<file path="config.mk">
export PLATFORM = sky130hd
export DESIGN_NAME = lfps_ctl
export DESIGN_NICKNAME = d
export VERILOG_FILES = /design/src/lfps_pkg.sv /design/src/lfps_ctl.sv
export SDC_FILE = /design/constraint.sdc
export NUM_CORES = 1
export LEC_CHECK = 0
export CAP_MARGIN = 20
export CORE_UTILIZATION = 60
export DETAILED_ROUTE_END_ITERATION = 10
export DONT_BUFFER_PORTS = 1
export GPL_ROUTABILITY_DRIVEN = 0
export PLACE_DENSITY = 0.82
export SLEW_MARGIN = 40
export SYNTH_ARGS = -nofsm -noshare
export SYNTH_HDL_FRONTEND = slang
export SYNTH_SLANG_ARGS = --single-unit
</file>
<file path="constraint.sdc">
create_clock -name clk -period 9.3 [get_ports clk]
set_input_delay 0.465 -clock clk [delete_from_list [all_inputs] [get_ports clk]]
set_output_delay 0.465 -clock clk [all_outputs]
set_load 0.01 [all_outputs]
</file>
<file path="src/lfps_pkg.sv">
package lfps_pkg;

	localparam int MAX_WIDTH      = 1024;
	localparam int SAMPLE_BITS    = 32;
	localparam int RES_BITS       = SAMPLE_BITS + 3;
	localparam int ADDR_BITS      = $clog2(MAX_WIDTH);
	localparam int WIDTH_REG_BITS = 11;
	localparam int COUNT_REG_BITS = 16;
	localparam int ROW_BITS       = COUNT_REG_BITS + 1;
	localparam int COLS_BITS      = ADDR_BITS + 1;
	localparam int CMP_BITS       = (WIDTH_REG_BITS > COLS_BITS) ? WIDTH_REG_BITS : COLS_BITS;
	localparam int CFG_INDEX_BITS = 2;
	localparam int CFG_DATA_BITS  = 16;
	localparam int WORD_BITS      = 2 * SAMPLE_BITS;

	localparam logic [CFG_INDEX_BITS-1:0] REG_ROW_WIDTH = CFG_INDEX_BITS'(0);
	localparam logic [CFG_INDEX_BITS-1:0] REG_ROW_COUNT = CFG_INDEX_BITS'(1);

	localparam logic [WIDTH_REG_BITS-1:0] RESET_ROW_WIDTH = WIDTH_REG_BITS'(1024);
	localparam logic [COUNT_REG_BITS-1:0] RESET_ROW_COUNT = COUNT_REG_BITS'(1024);

	localparam logic OP_SAMPLE = 1'b0;
	localparam logic OP_FLUSH  = 1'b1;

	typedef logic signed [SAMPLE_BITS-1:0] sample_t;
	typedef logic signed [RES_BITS-1:0]    result_t;
	typedef logic [ADDR_BITS-1:0]          addr_t;

	typedef struct packed {
		logic  step;
		addr_t col;
		logic  first_col;
		logic  last_col;
		logic  flushing;
		logic  has_mid;
		logic  has_up;
		addr_t rd_a;
		addr_t rd_b;
		logic  rgt_ok;
	} lfps_ctl_t;

endpackage

</file>
<file path="src/lfps_ctl.sv">
module lfps_ctl (
	input  logic                                clk,
	input  logic                                arst_n,
	input  logic                                cfg_valid,
	input  logic [lfps_pkg::CFG_INDEX_BITS-1:0] cfg_index,
	input  logic [lfps_pkg::CFG_DATA_BITS-1:0]  cfg_data,
	input  logic                                in_take,
	input  logic                                opcode,
	output lfps_pkg::lfps_ctl_t                 ctl
);
	import lfps_pkg::*;

	logic [WIDTH_REG_BITS-1:0] row_width_q;
	logic [COUNT_REG_BITS-1:0] row_count_q;
	addr_t                     col_q;
	logic [ROW_BITS-1:0]       row_q;

	logic [CMP_BITS-1:0]       rw_ext;
	logic [CMP_BITS-1:0]       w;
	logic [COUNT_REG_BITS-1:0] h;
	logic [CMP_BITS-1:0]       col_ext;
	logic [CMP_BITS-1:0]       col_p1;
	logic [CMP_BITS-1:0]       col_p2;
	logic                      last_col;
	logic                      flushing;
	addr_t                     nxt_col;

	assign rw_ext = CMP_BITS'(row_width_q);

	always_comb begin
		if (rw_ext == '0) begin
			w = CMP_BITS'(1);
		end else if (rw_ext > CMP_BITS'(MAX_WIDTH)) begin
			w = CMP_BITS'(MAX_WIDTH);
		end else begin
			w = rw_ext;
		end
	end

	assign h        = (row_count_q == '0) ? COUNT_REG_BITS'(1) : row_count_q;
	assign col_ext  = CMP_BITS'(col_q);
	assign col_p1   = col_ext + CMP_BITS'(1);
	assign col_p2   = col_ext + CMP_BITS'(2);
	assign last_col = col_p1 >= w;
	assign flushing = row_q >= ROW_BITS'(h);
	assign nxt_col  = last_col ? '0 : col_p1[ADDR_BITS-1:0];

	assign ctl.step      = in_take && ((opcode == OP_FLUSH) == flushing);
	assign ctl.col       = col_q;
	assign ctl.first_col = col_q == '0;
	assign ctl.last_col  = last_col;
	assign ctl.flushing  = flushing;
	assign ctl.has_mid   = row_q != '0;
	assign ctl.has_up    = row_q > ROW_BITS'(1);
	assign ctl.rd_a      = nxt_col;
	assign ctl.rd_b      = nxt_col + ADDR_BITS'(1);
	assign ctl.rgt_ok    = last_col ? (w > CMP_BITS'(1)) : (col_p2 < w);

	always_ff @(posedge clk or negedge arst_n) begin
		if (!arst_n) begin
			row_width_q <= RESET_ROW_WIDTH;
			row_count_q <= RESET_ROW_COUNT;
			col_q       <= '0;
			row_q       <= '0;
		end else if (cfg_valid) begin
			case (cfg_index)
				REG_ROW_WIDTH: begin
					row_width_q <= cfg_data[WIDTH_REG_BITS-1:0];
					col_q       <= '0;
					row_q       <= '0;
				end
				REG_ROW_COUNT: begin
					row_count_q <= cfg_data[COUNT_REG_BITS-1:0];
					col_q       <= '0;
					row_q       <= '0;
				end
				default: begin
				end
			endcase
		end else if (ctl.step) begin
			col_q <= nxt_col;
			if (last_col) begin
				row_q <= flushing ? '0 : row_q + ROW_BITS'(1);
			end
		end
	end

	a_col_in_row: assert property (@(posedge clk) disable iff (!arst_n)
		col_ext < w)
		else $error("column past row width");

	a_row_in_frame: assert property (@(posedge clk) disable iff (!arst_n)
		row_q <= ROW_BITS'(h))
		else $error("row past flush row");

	a_frame_wrap: assert property (@(posedge clk) disable iff (!arst_n)
		ctl.step && last_col && flushing && !cfg_valid |=> row_q == '0 && col_q == '0)
		else $error("frame did not wrap after flush row");

endmodule

</file>
==> results of run 1 <==
## metrics by stage
stage	std cells	setup WS [ns]
6_report	517	4.06
2_1_floorplan	446	5.09
4_1_cts	517	3.87
3_5_place_dp	507	4.25
5_1_grt	517	3.57
3_3_place_gp	507	4.05
## state kept, by name (all words and copies together) (netlist names)
signal and flops:
row_width_q 11, row_q 17, col_q 10, row_count_q 16
## cells in the final DEF (no fill, tap or decap), types with 2 or more instances in the layout
cell	synthesis	layout
a32o_1	3	3
clkbuf_8	0	5
nor2_1	22	21
o22ai_1	6	6
mux2_2	25	25
ha_1	45	45
a21oi_1	11	11
dfrtp_1	52	52
nor4_1	12	11
xor2_1	5	5
a21o_1	5	5
inv_1	42	42
nand3b_1	5	5
and2_1	5	5
nand2b_1	2	2
nor3_1	15	14
o2bb2ai_1	7	7
nor2b_1	6	6
a32oi_1	2	2
nand4_1	5	5
and3_1	8	8
xnor2_1	18	18
or3_1	2	2
nand3_1	24	24
a31oi_1	3	3
o21ai_0	13	13
dfstp_2	2	2
mux2i_1	3	3
and4_1	3	3
or2_2	2	2
nand2_1	46	46
o211ai_1	5	5
## power by group through the flow
stage               clock network [mW]  logic, mW  registers [mW]
floorplan                            0      0.166           0.293
global placement                     0      0.191           0.305
detailed placement                   0      0.204           0.306
CTS                              0.148      0.213           0.301
global route                     0.156      0.239           0.307
finish                           0.149      0.215           0.302
## area by class of cell
class                   instances  area (sq um)  area share, %
multi-input cells             333          2490           58.8
flip-flops and latches         54          1350           31.9
inverters                      43           161           3.81
well taps                      77          96.3           2.27
clock buffers                   5          68.8           1.62
repair buffers                  2          37.5          0.885
clock inverters                 3          28.8          0.679
## logic make-up after synthesis
family,count (synthesis)
adders and majority gates,45
AOI/OAI and AO/OA,74
DFF,54
muxes,28
xor gates and xnor gates,23
buffers and inverters,59
and+or+nand+nor,163
## metal layers
metal	routed length [um]	global-route usage [%]	vias to the layer above
met1	4130	37.1	1628
met5	0	0	-
met3	689	5.70	30
met2	4640	48.1	152
met4	263	12.9	0
li1	-	-	1578
## path summary, 6_finish.rpt
check | end | slack (ns)
min in group asynchronous | col_q[1] | 0.64
worst max register to register | row_q[13] | 4.85
max in group asynchronous | row_width_q[10] | 8.37
worst max-delay path | ctl[9] | 4.06
worst min-delay path | row_width_q[10] | 0.24
worst min register to register | row_count_q[0] | 0.54
==> flow_summary_export.csv, run 1 <==
group,metric,value,unit
logic_synthesis,async_flop_share,100,%
floorplanning,rows,29,
logic_synthesis,post-synth-top-count-cell,"dfrtp_1",
final_layout,fin_area,4240,sq um
final_layout,area_growth,4.31,%
route,wl,9.72,mm
floorplanning,fp.dieArea,7110,sq um
final_layout,antenna_cells,0,
critical_path,crit_chain,"ha_1, and3_1, and3_1, nand2_1, nor3_1, xnor2_1, ha_1, a2111oi_0, o21ai_0, o31ai_4, nand2_1, inv_1, ha_1, nand3_1, nor3_1, nand3_1, xnor2_1",
pwr,power_density,157,nW/um^2
logic_synthesis,synthMuxAreaShare,7.67,%
min_path,hp-class,"input pin to register",
min_path,worstHoldStart,"cfg_data[10]",
logic_synthesis,synth_common_cells,"dfrtp_1, nand2_1, ha_1",
clock_network,htree_levels,2,
logic_synthesis,synthXorXnorAreaFrac,4.96,%
critical_path,cp.arrival,4.77,ns
critical_path,timing.rr.start,"col_q[2]",
floorplanning,num_io_pins,60,
final_layout,fill_cells,526,
sta,finClkSkew,0.0149,ns
placement,hpwlAfterDp,7.27,mm
pwr,pwr-share-seq,45.4,%
critical_path,crit_path_top_delay_cell,"o31ai_4",
clock_network,cts.repair.resized,0,
sta,maxSlewHeadroom,47.0,%
pwr,ir_drop,95.0,uV
critical_path,crit_required,8.84,ns
route,drtIter0Drc,276,
logic_synthesis,synth_compound_area_share,13.7,%
critical_path,endpoint_kind,"output pin",
logic_synthesis,syn_avg_cell_area,9.11,sq um
global_route,grt_pass1_vias,3359,
clock_network,cts.sinks,54,
clock_network,cts_hold_buf,2,
placement,io_buffers,0,
logic_synthesis,ys.flop_type,"dfrtp_1",
logic_synthesis,yosys.cell_types.count,63,
pwr,intPower,0.410,mW
logic_synthesis,synth_top_family_by_area,"simple AND/OR/NAND/NOR gates",
logic_synthesis,synth_edf_count,0,
clock_network,cts_made_buffers,5,
critical_path,crit_path_start_kind,"register",
critical_path,cp_slowest_stage_delay,0.55,ns
pwr,sw_frac_of_total,38.4,%
sta,worst_pin_slew,0.787,ns
placement,place_area,4090,sq um
critical_path,cpMostUsedCell,"ha_1",
critical_path,path_depth,17,
final_layout,nets,507,
flow_run,maxCapViolCount,0,
logic_synthesis,synth_area,4060,sq um
final_layout,drive_gt1_share,11.6,%
route,viasPerCell,6.55,
route,wl_per_cell,18.8,um
sta,hold_ws,0.243,ns
logic_synthesis,synth-simple-area-share,20.4,%
sta,fin_crit_sh,56.3,%
sta,setup_viol,0,
sta,hold_viol_final,0,
pwr,total_power,0.665,mW
global_route,antenna_found_initial,0,
status,violations,"design-rule violations",
critical_path,reg2reg_depth,14,
logic_synthesis,syn_nets,514,
critical_path,crit_buf_inv,1,
clock_network,cts_buffer_depth,2,
final_layout,final_core_util,65.6,%
route,num_vias,3388,
sta,finalSetupTns,0,ns
global_route,grt_max_degree,55,
status,status,"complete, but fails checks",
logic_synthesis,ys_warn_count,0,
logic_synthesis,synth_top_area_share,32.0,%
sta,final_max_slew_viol_count,0,
floorplanning,start_util,62.9,%
logic_synthesis,synthCells,446,
floorplanning,die_w,84.3,um
sta,min_period,5.24,ns
floorplanning,die_h,84.3,um
logic_synthesis,synthTopCellsByArea,"dfrtp_1, ha_1, mux2_2",
critical_path,critPathTopFamily,"simple AND/OR/NAND/NOR gates",
clock_network,clk_pin_slew,0.12,ns
clock_network,insertion_delay,0.33,ns
floorplanning,core_area,6460,sq um
critical_path,cp_max_fo,11,
clock_network,cts_tree,"done",
global_route,grt_overflow,0,
clock_network,postCtsSetupRepairBufs,0,
global_route,grt_first_pass_wirelength,16.3,mm
route,dr.pass1.iters,10,
global_route,grt_usage,29.0,%
pwr,clockPowerShare,22.4,%
logic_synthesis,synth_fa_ha_area_share,13.9,%
route,drcViolationCount,8,
sta,rsz0062_at_grt,"no",
clock_network,cts_root_buf,"clkbuf_8",
logic_synthesis,yosysTopAreaCell,"dfrtp_1",
logic_synthesis,ys_seq_area_share,33.3,%
critical_path,worstSetupStartpoint,"col_q[2]",
route,ant_nets,0,
sta,fmax,191,MHz
min_path,hold_depth,2,
pwr,p_switching,0.256,mW
pwr,comb_power_share,32.2,%
critical_path,crit_type,"register to output pin",
pwr,leakage,2.00,nW
logic_synthesis,synth_seq_cells,54,
(Power assumes the default switching activity.)
==> inputs of run 2 (changes only) <==
CORE_UTILIZATION = 58   (was 60)
clock period = 4.5 ns   (was 9.3 ns; I/O delays follow)
==> flow_summary_export.csv, run 2 (same netlist as run 1, synthesis figures left out) <==
group,metric,value,unit
route,ant_nets,0,
min_path,worstHoldStart,"cfg_data[10]",
critical_path,worstSetupStartpoint,"col_q[1]",
placement,hpwlAfterDp,7.58,mm
route,viasPerCell,6.26,
critical_path,reg2reg_to,"row_q[6]",
final_layout,seqCellArea,1350,sq um
route,dr.pass1.iters,4,
final_layout,fill_cells,552,
route,num_vias,3429,
sta,hold_viol_final,0,
sta,maxSlewHeadroom,51.8,%
route,drcViolationCount,0,
global_route,antenna_found_initial,0,
global_route,grt_pass1_vias,3452,
critical_path,crit_chain,"ha_2, and3_4, and3_4, nand2_1, xnor2_2, inv_1, ha_1, and3_1, and2b_2, o31ai_2, buf_4, and2_2, ha_1, nand3_1, nor3_2, nand3_1, xnor2_2",
clock_network,cts.sinks,54,
global_route,grt_first_pass_wirelength,16.8,mm
global_route,grt_usage,29.0,%
critical_path,crit_required,4.28,ns
route,drtIter0Drc,292,
sta,fin_crit_sh,96.3,%
sta,setup_viol,0,
floorplanning,fp.dieArea,7350,sq um
status,status,"complete, no violations",
final_layout,top_regs,"row_q x17, row_count_q x16, row_width_q x11",
final_layout,largest_reg_flops,17,
final_layout,layout_commonest_cell,"dfrtp_1",
sta,final_max_slew_viol_count,0,
floorplanning,rows,30,
floorplanning,die_h,85.7,um
final_layout,multi_input_area,2520,sq um
final_layout,fin_cells,548,
final_layout,final_cell_mix,"dfrtp_1, nand2_1, ha_1",
sta,fmax,231,MHz
critical_path,timing.rr.start,"col_q[1]",
sta,finClkSkew,0.0103,ns
placement,io_buffers,0,
floorplanning,die_w,85.7,um
critical_path,cp.arrival,4.11,ns
floorplanning,core_area,6790,sq um
placement,dp.cells,537,
clock_network,cts_buffer_depth,2,
floorplanning,num_io_pins,60,
critical_path,crit_type,"register to output pin",
sta,min_period,4.33,ns
clock_network,cts_made_buffers,5,
sta,rsz0062_at_grt,"no",
critical_path,reg2reg_depth,15,
critical_path,cp_max_fo,4,
sta,finalSetupTns,0,ns
clock_network,htree_levels,2,
pwr,leakage,2.07,nW
sta,setup_ws,0.166,ns
global_route,grt_max_degree,55,
critical_path,cp_slowest_stage_delay,0.39,ns
pwr,power_density,329,nW/um^2
final_layout,drive_gt1_share,16.2,%
critical_path,crit_buf_inv,2,
clock_network,clk_pin_slew,0.10,ns
flow_run,maxCapViolCount,0,
global_route,grt_overflow,0,
pwr,ir_drop,226,uV
critical_path,r2r_setup_slack,0.55,ns
final_layout,area_growth,8.31,%
final_layout,nets,519,
final_layout,antenna_cells,0,
clock_network,cts_tree,"done",
placement,dp_slack,0.240,ns
min_path,whs_endpoint,"row_width_q[10]",
clock_network,insertion_delay,0.32,ns
sta,worst_pin_slew,0.723,ns
critical_path,endpoint_kind,"output pin",
route,wl_per_cell,18.5,um
critical_path,crit_path_start_kind,"register",
route,wl,10.1,mm
final_layout,regMostFlops,"row_q",
min_path,hp-class,"input pin to register",
floorplanning,start_util,59.8,%
critical_path,critPathTopFamily,"simple AND/OR/NAND/NOR gates",
min_path,hold_depth,2,
clock_network,cts_root_buf,"clkbuf_8",
critical_path,crit_path_top_delay_cell,"dfrtp_1",
[run 2: changes by cell type in the layout (fill, tap and decap cells not counted), sizes merged]
cell and delta:
bufinv +1, clkinv -1, buf +12
[run 2: worst max path at each step]
stage / cells past startpoint / end
6_report: 17 / ctl[9]
5_1_grt: 17 / ctl[9]
4_1_cts: 15 / ctl[9]
3_5_place_dp: 16 / ctl[9]
3_3_place_gp: 16 / ctl[9]
2_1_floorplan: 18 / ctl[9]
[run 2: cell type report]
| cell class | instances | area share [%] |
|---|---|---|
| clock buffers | 5 | 1.56 |
| clock inverters | 3 | 1.08 |
| inverters | 43 | 3.67 |
| multi-input cells | 333 | 57.3 |
| flip-flops and latches | 54 | 30.8 |
| well taps | 96 | 2.73 |
| repair buffers | 14 | 2.90 |
[run 2: routing by layer]
metal / up-vias / share of wire, % / wire (um) / GRT usage (%)
met5: - / 0 / 0 / 0
met4: 0 / 2.6 / 265 / 8.94
met3: 30 / 6.9 / 697 / 5.58
met2: 145 / 49 / 4940 / 49.3
met1: 1649 / 42 / 4240 / 37.6
li1: 1605 / - / - / -
[run 2: through the flow]
stage                     total power [mW]  hold WS, ns  instance area (sq um)  utilization (%)
after detailed placement              1.08      -0.0688                   4180             61.5
after global routing                  1.53       0.0214                   4400             64.8
after floorplan                      0.947      -0.0706                   4060                -
final                                 1.45       0.0236                   4400             64.8
after global placement                1.04      -0.0677                   4180             61.5
after CTS                             1.44       0.0162                   4340             63.9
[run 2: timing repair]
| item | CTS | global route |
|---|---|---|
| endpoints found under the setup margin | 1 | 5 |
| gates resized for setup | 2 | 12 |
| pin swaps | 0 | 4 |
| hold buffers | 2 | 0 |
| setup buffers | 0 | 1 |
| hold endpoints to repair | 54 | 0 |
| gates cloned | 0 | 0 |
[run 2: worst reg2reg max path: stages, from the launching register on]
cell and delay [ns]:
dfrtp_1 0.39, ha_2 0.22, and3_4 0.20, and3_4 0.21
nand2_1 0.10, xnor2_2 0.23, inv_1 0.07, ha_1 0.32
and3_1 0.21, o311a_2 0.19, o31ai_2 0.06, buf_4 0.15
buf_4 0.15, or4_1 0.80, a32o_1 0.36, a21o_1 0.17
[run 2: where the power goes]
group | total, mW | internal (mW) | switching, mW
registers | 0.612 | 0.548 | 0.0635
logic | 0.488 | 0.200 | 0.288
clock network | 0.348 | 0.170 | 0.178
==> inputs of run 3 (changes only) <==
CORE_UTILIZATION = 50   (was 58)
PLACE_DENSITY = 0.74   (was 0.82)
==> flow_summary_export.csv, run 3 (same netlist as run 1, synthesis figures left out) <==
group,metric,value,unit
status,status,"complete, no violations",
pwr,ir_drop,197,uV
min_path,worstHoldStart,"cfg_data[10]",
floorplanning,core_area,7810,sq um
floorplanning,num_io_pins,60,
route,drcViolationCount,0,
pwr,total_power,1.43,mW
floorplanning,die_h,92.2,um
global_route,grt_pass1_vias,3408,
route,dr.pass1.iters,4,
sta,hold_ws,0.00780,ns
global_route,grt_first_pass_wirelength,16.6,mm
floorplanning,fp.dieArea,8490,sq um
route,viasPerCell,6.15,
sta,worst_pin_slew,0.819,ns
final_layout,largest_reg_flops,17,
sta,final_max_slew_viol_count,0,
route,drtIter0Drc,169,
critical_path,cpMostUsedCell,"ha_1",
critical_path,cp_max_fo,3,
route,ant_nets,0,
final_layout,layout_commonest_cell,"dfrtp_1",
critical_path,critPathTopFamily,"simple AND/OR/NAND/NOR gates",
final_layout,drive_gt1_share,14.6,%
route,wl_per_cell,18.3,um
critical_path,crit_path_top_delay_cell,"a2111oi_1",
clock_network,htree_levels,2,
final_layout,nets,518,
critical_path,timing.rr.start,"col_q[1]",
final_layout,top_regs,"row_q x17, row_count_q x16, row_width_q x11",
global_route,antenna_found_initial,0,
global_route,grt_overflow,0,
sta,finClkSkew,0.00925,ns
sta,fin_crit_sh,95.1,%
sta,maxSlewHeadroom,44.9,%
route,wl,10.1,mm
clock_network,cts_made_buffers,5,
critical_path,crit_buf_inv,1,
global_route,grt_max_degree,55,
clock_network,cts_buffer_depth,2,
critical_path,endpoint_kind,"output pin",
placement,dp_slack,0.188,ns
critical_path,crit_required,4.28,ns
floorplanning,rows,32,
placement,dp.cells,542,
clock_network,cts_root_buf,"clkbuf_8",
clock_network,cts.sinks,54,
route,num_vias,3403,
floorplanning,start_util,52.1,%
critical_path,cp.arrival,4.06,ns
sta,fmax,234,MHz
min_path,hp-class,"input pin to register",
sta,setup_viol,0,
final_layout,area_growth,7.88,%
pwr,power_density,327,nW/um^2
critical_path,crit_type,"register to output pin",
placement,hpwlAfterDp,7.65,mm
critical_path,worstSetupStartpoint,"col_q[1]",
critical_path,crit_chain,"ha_1, and3_1, and3_1, nand2_1, nor3_2, xnor2_1, ha_1, a2111oi_1, o21ai_1, o31ai_4, nand2_1, inv_1, ha_1, nand3_1, nor3_2, nand3_1, xnor2_2",
critical_path,crit_path_start_kind,"register",
pwr,leakage,2.07,nW
final_layout,final_cell_mix,"dfrtp_1, nand2_1, ha_1",
final_layout,fin_cells,553,
clock_network,clk_pin_slew,0.11,ns
global_route,grt_usage,24.5,%
flow_run,maxCapViolCount,0,
final_layout,regMostFlops,"row_q",
critical_path,cp_slowest_stage_delay,0.39,ns
sta,hold_viol_final,0,
sta,min_period,4.28,ns
clock_network,insertion_delay,0.32,ns
floorplanning,die_w,92.2,um
sta,setup_ws,0.218,ns
clock_network,cts_tree,"done",
sta,finalSetupTns,0,ns
placement,io_buffers,0,
final_layout,antenna_cells,0,
sta,rsz0062_at_grt,"no",
## run 3: cell count changes in the layout (fill, tap and decap cells not counted), sizes merged
| cell | before | now |
|---|---|---|
| buf | 13 | 12 |
| clkinv | 1 | 2 |
| inv | 44 | 43 |
## run 3: path summary, 6_finish.rpt
check	to	slack (ns)	depth (start not counted)
min in group asynchronous	row_q[13]	0.43	2
max reg2reg	row_q[13]	0.49	15
min reg2reg	row_count_q[0]	0.54	1
max	ctl[9]	0.22	17
min	row_width_q[10]	0.008	2
max in group asynchronous	row_count_q[10]	3.76	2
## run 3: cell type report
cell class | instances | area [sq um]
fillers | 720 | 3420
multi-input cells | 333 | 2500
inverters | 43 | 161
clock buffers | 5 | 68.8
repair buffers | 13 | 120
clock inverters | 3 | 47.5
flip-flops and latches | 54 | 1350
well taps | 102 | 128
## run 3: stage by stage
step	util [%]	area, sq um
floorplan	-	4060
global placement	53.5	4180
detailed placement	53.5	4180
CTS	55.6	4340
global route	56.2	4380
finish	56.2	4380
## run 3: per-layer routing
layer | GRT usage (%) | share of wire (%) | vias to the layer above
met2 | 42.4 | 49 | 123
met3 | 5.22 | 6.4 | 17
met1 | 31.0 | 43 | 1664
met5 | 0 | 0 | -
li1 | - | - | 1599
met4 | 6.38 | 1.4 | 0
## run 3: report_power, final
group	switching (mW)	internal [mW]
clock network	0.179	0.169
logic	0.273	0.195
registers	0.0704	0.548
## run 3: repair_timing
action,4_1_cts,5_1_grt
pin swaps,0,3
cloned,0,0
hold buffers,2,0
setup endpoints to repair,2,5
gates resized for setup,3,7
setup buffers,0,1
endpoints found under the hold margin,54,0
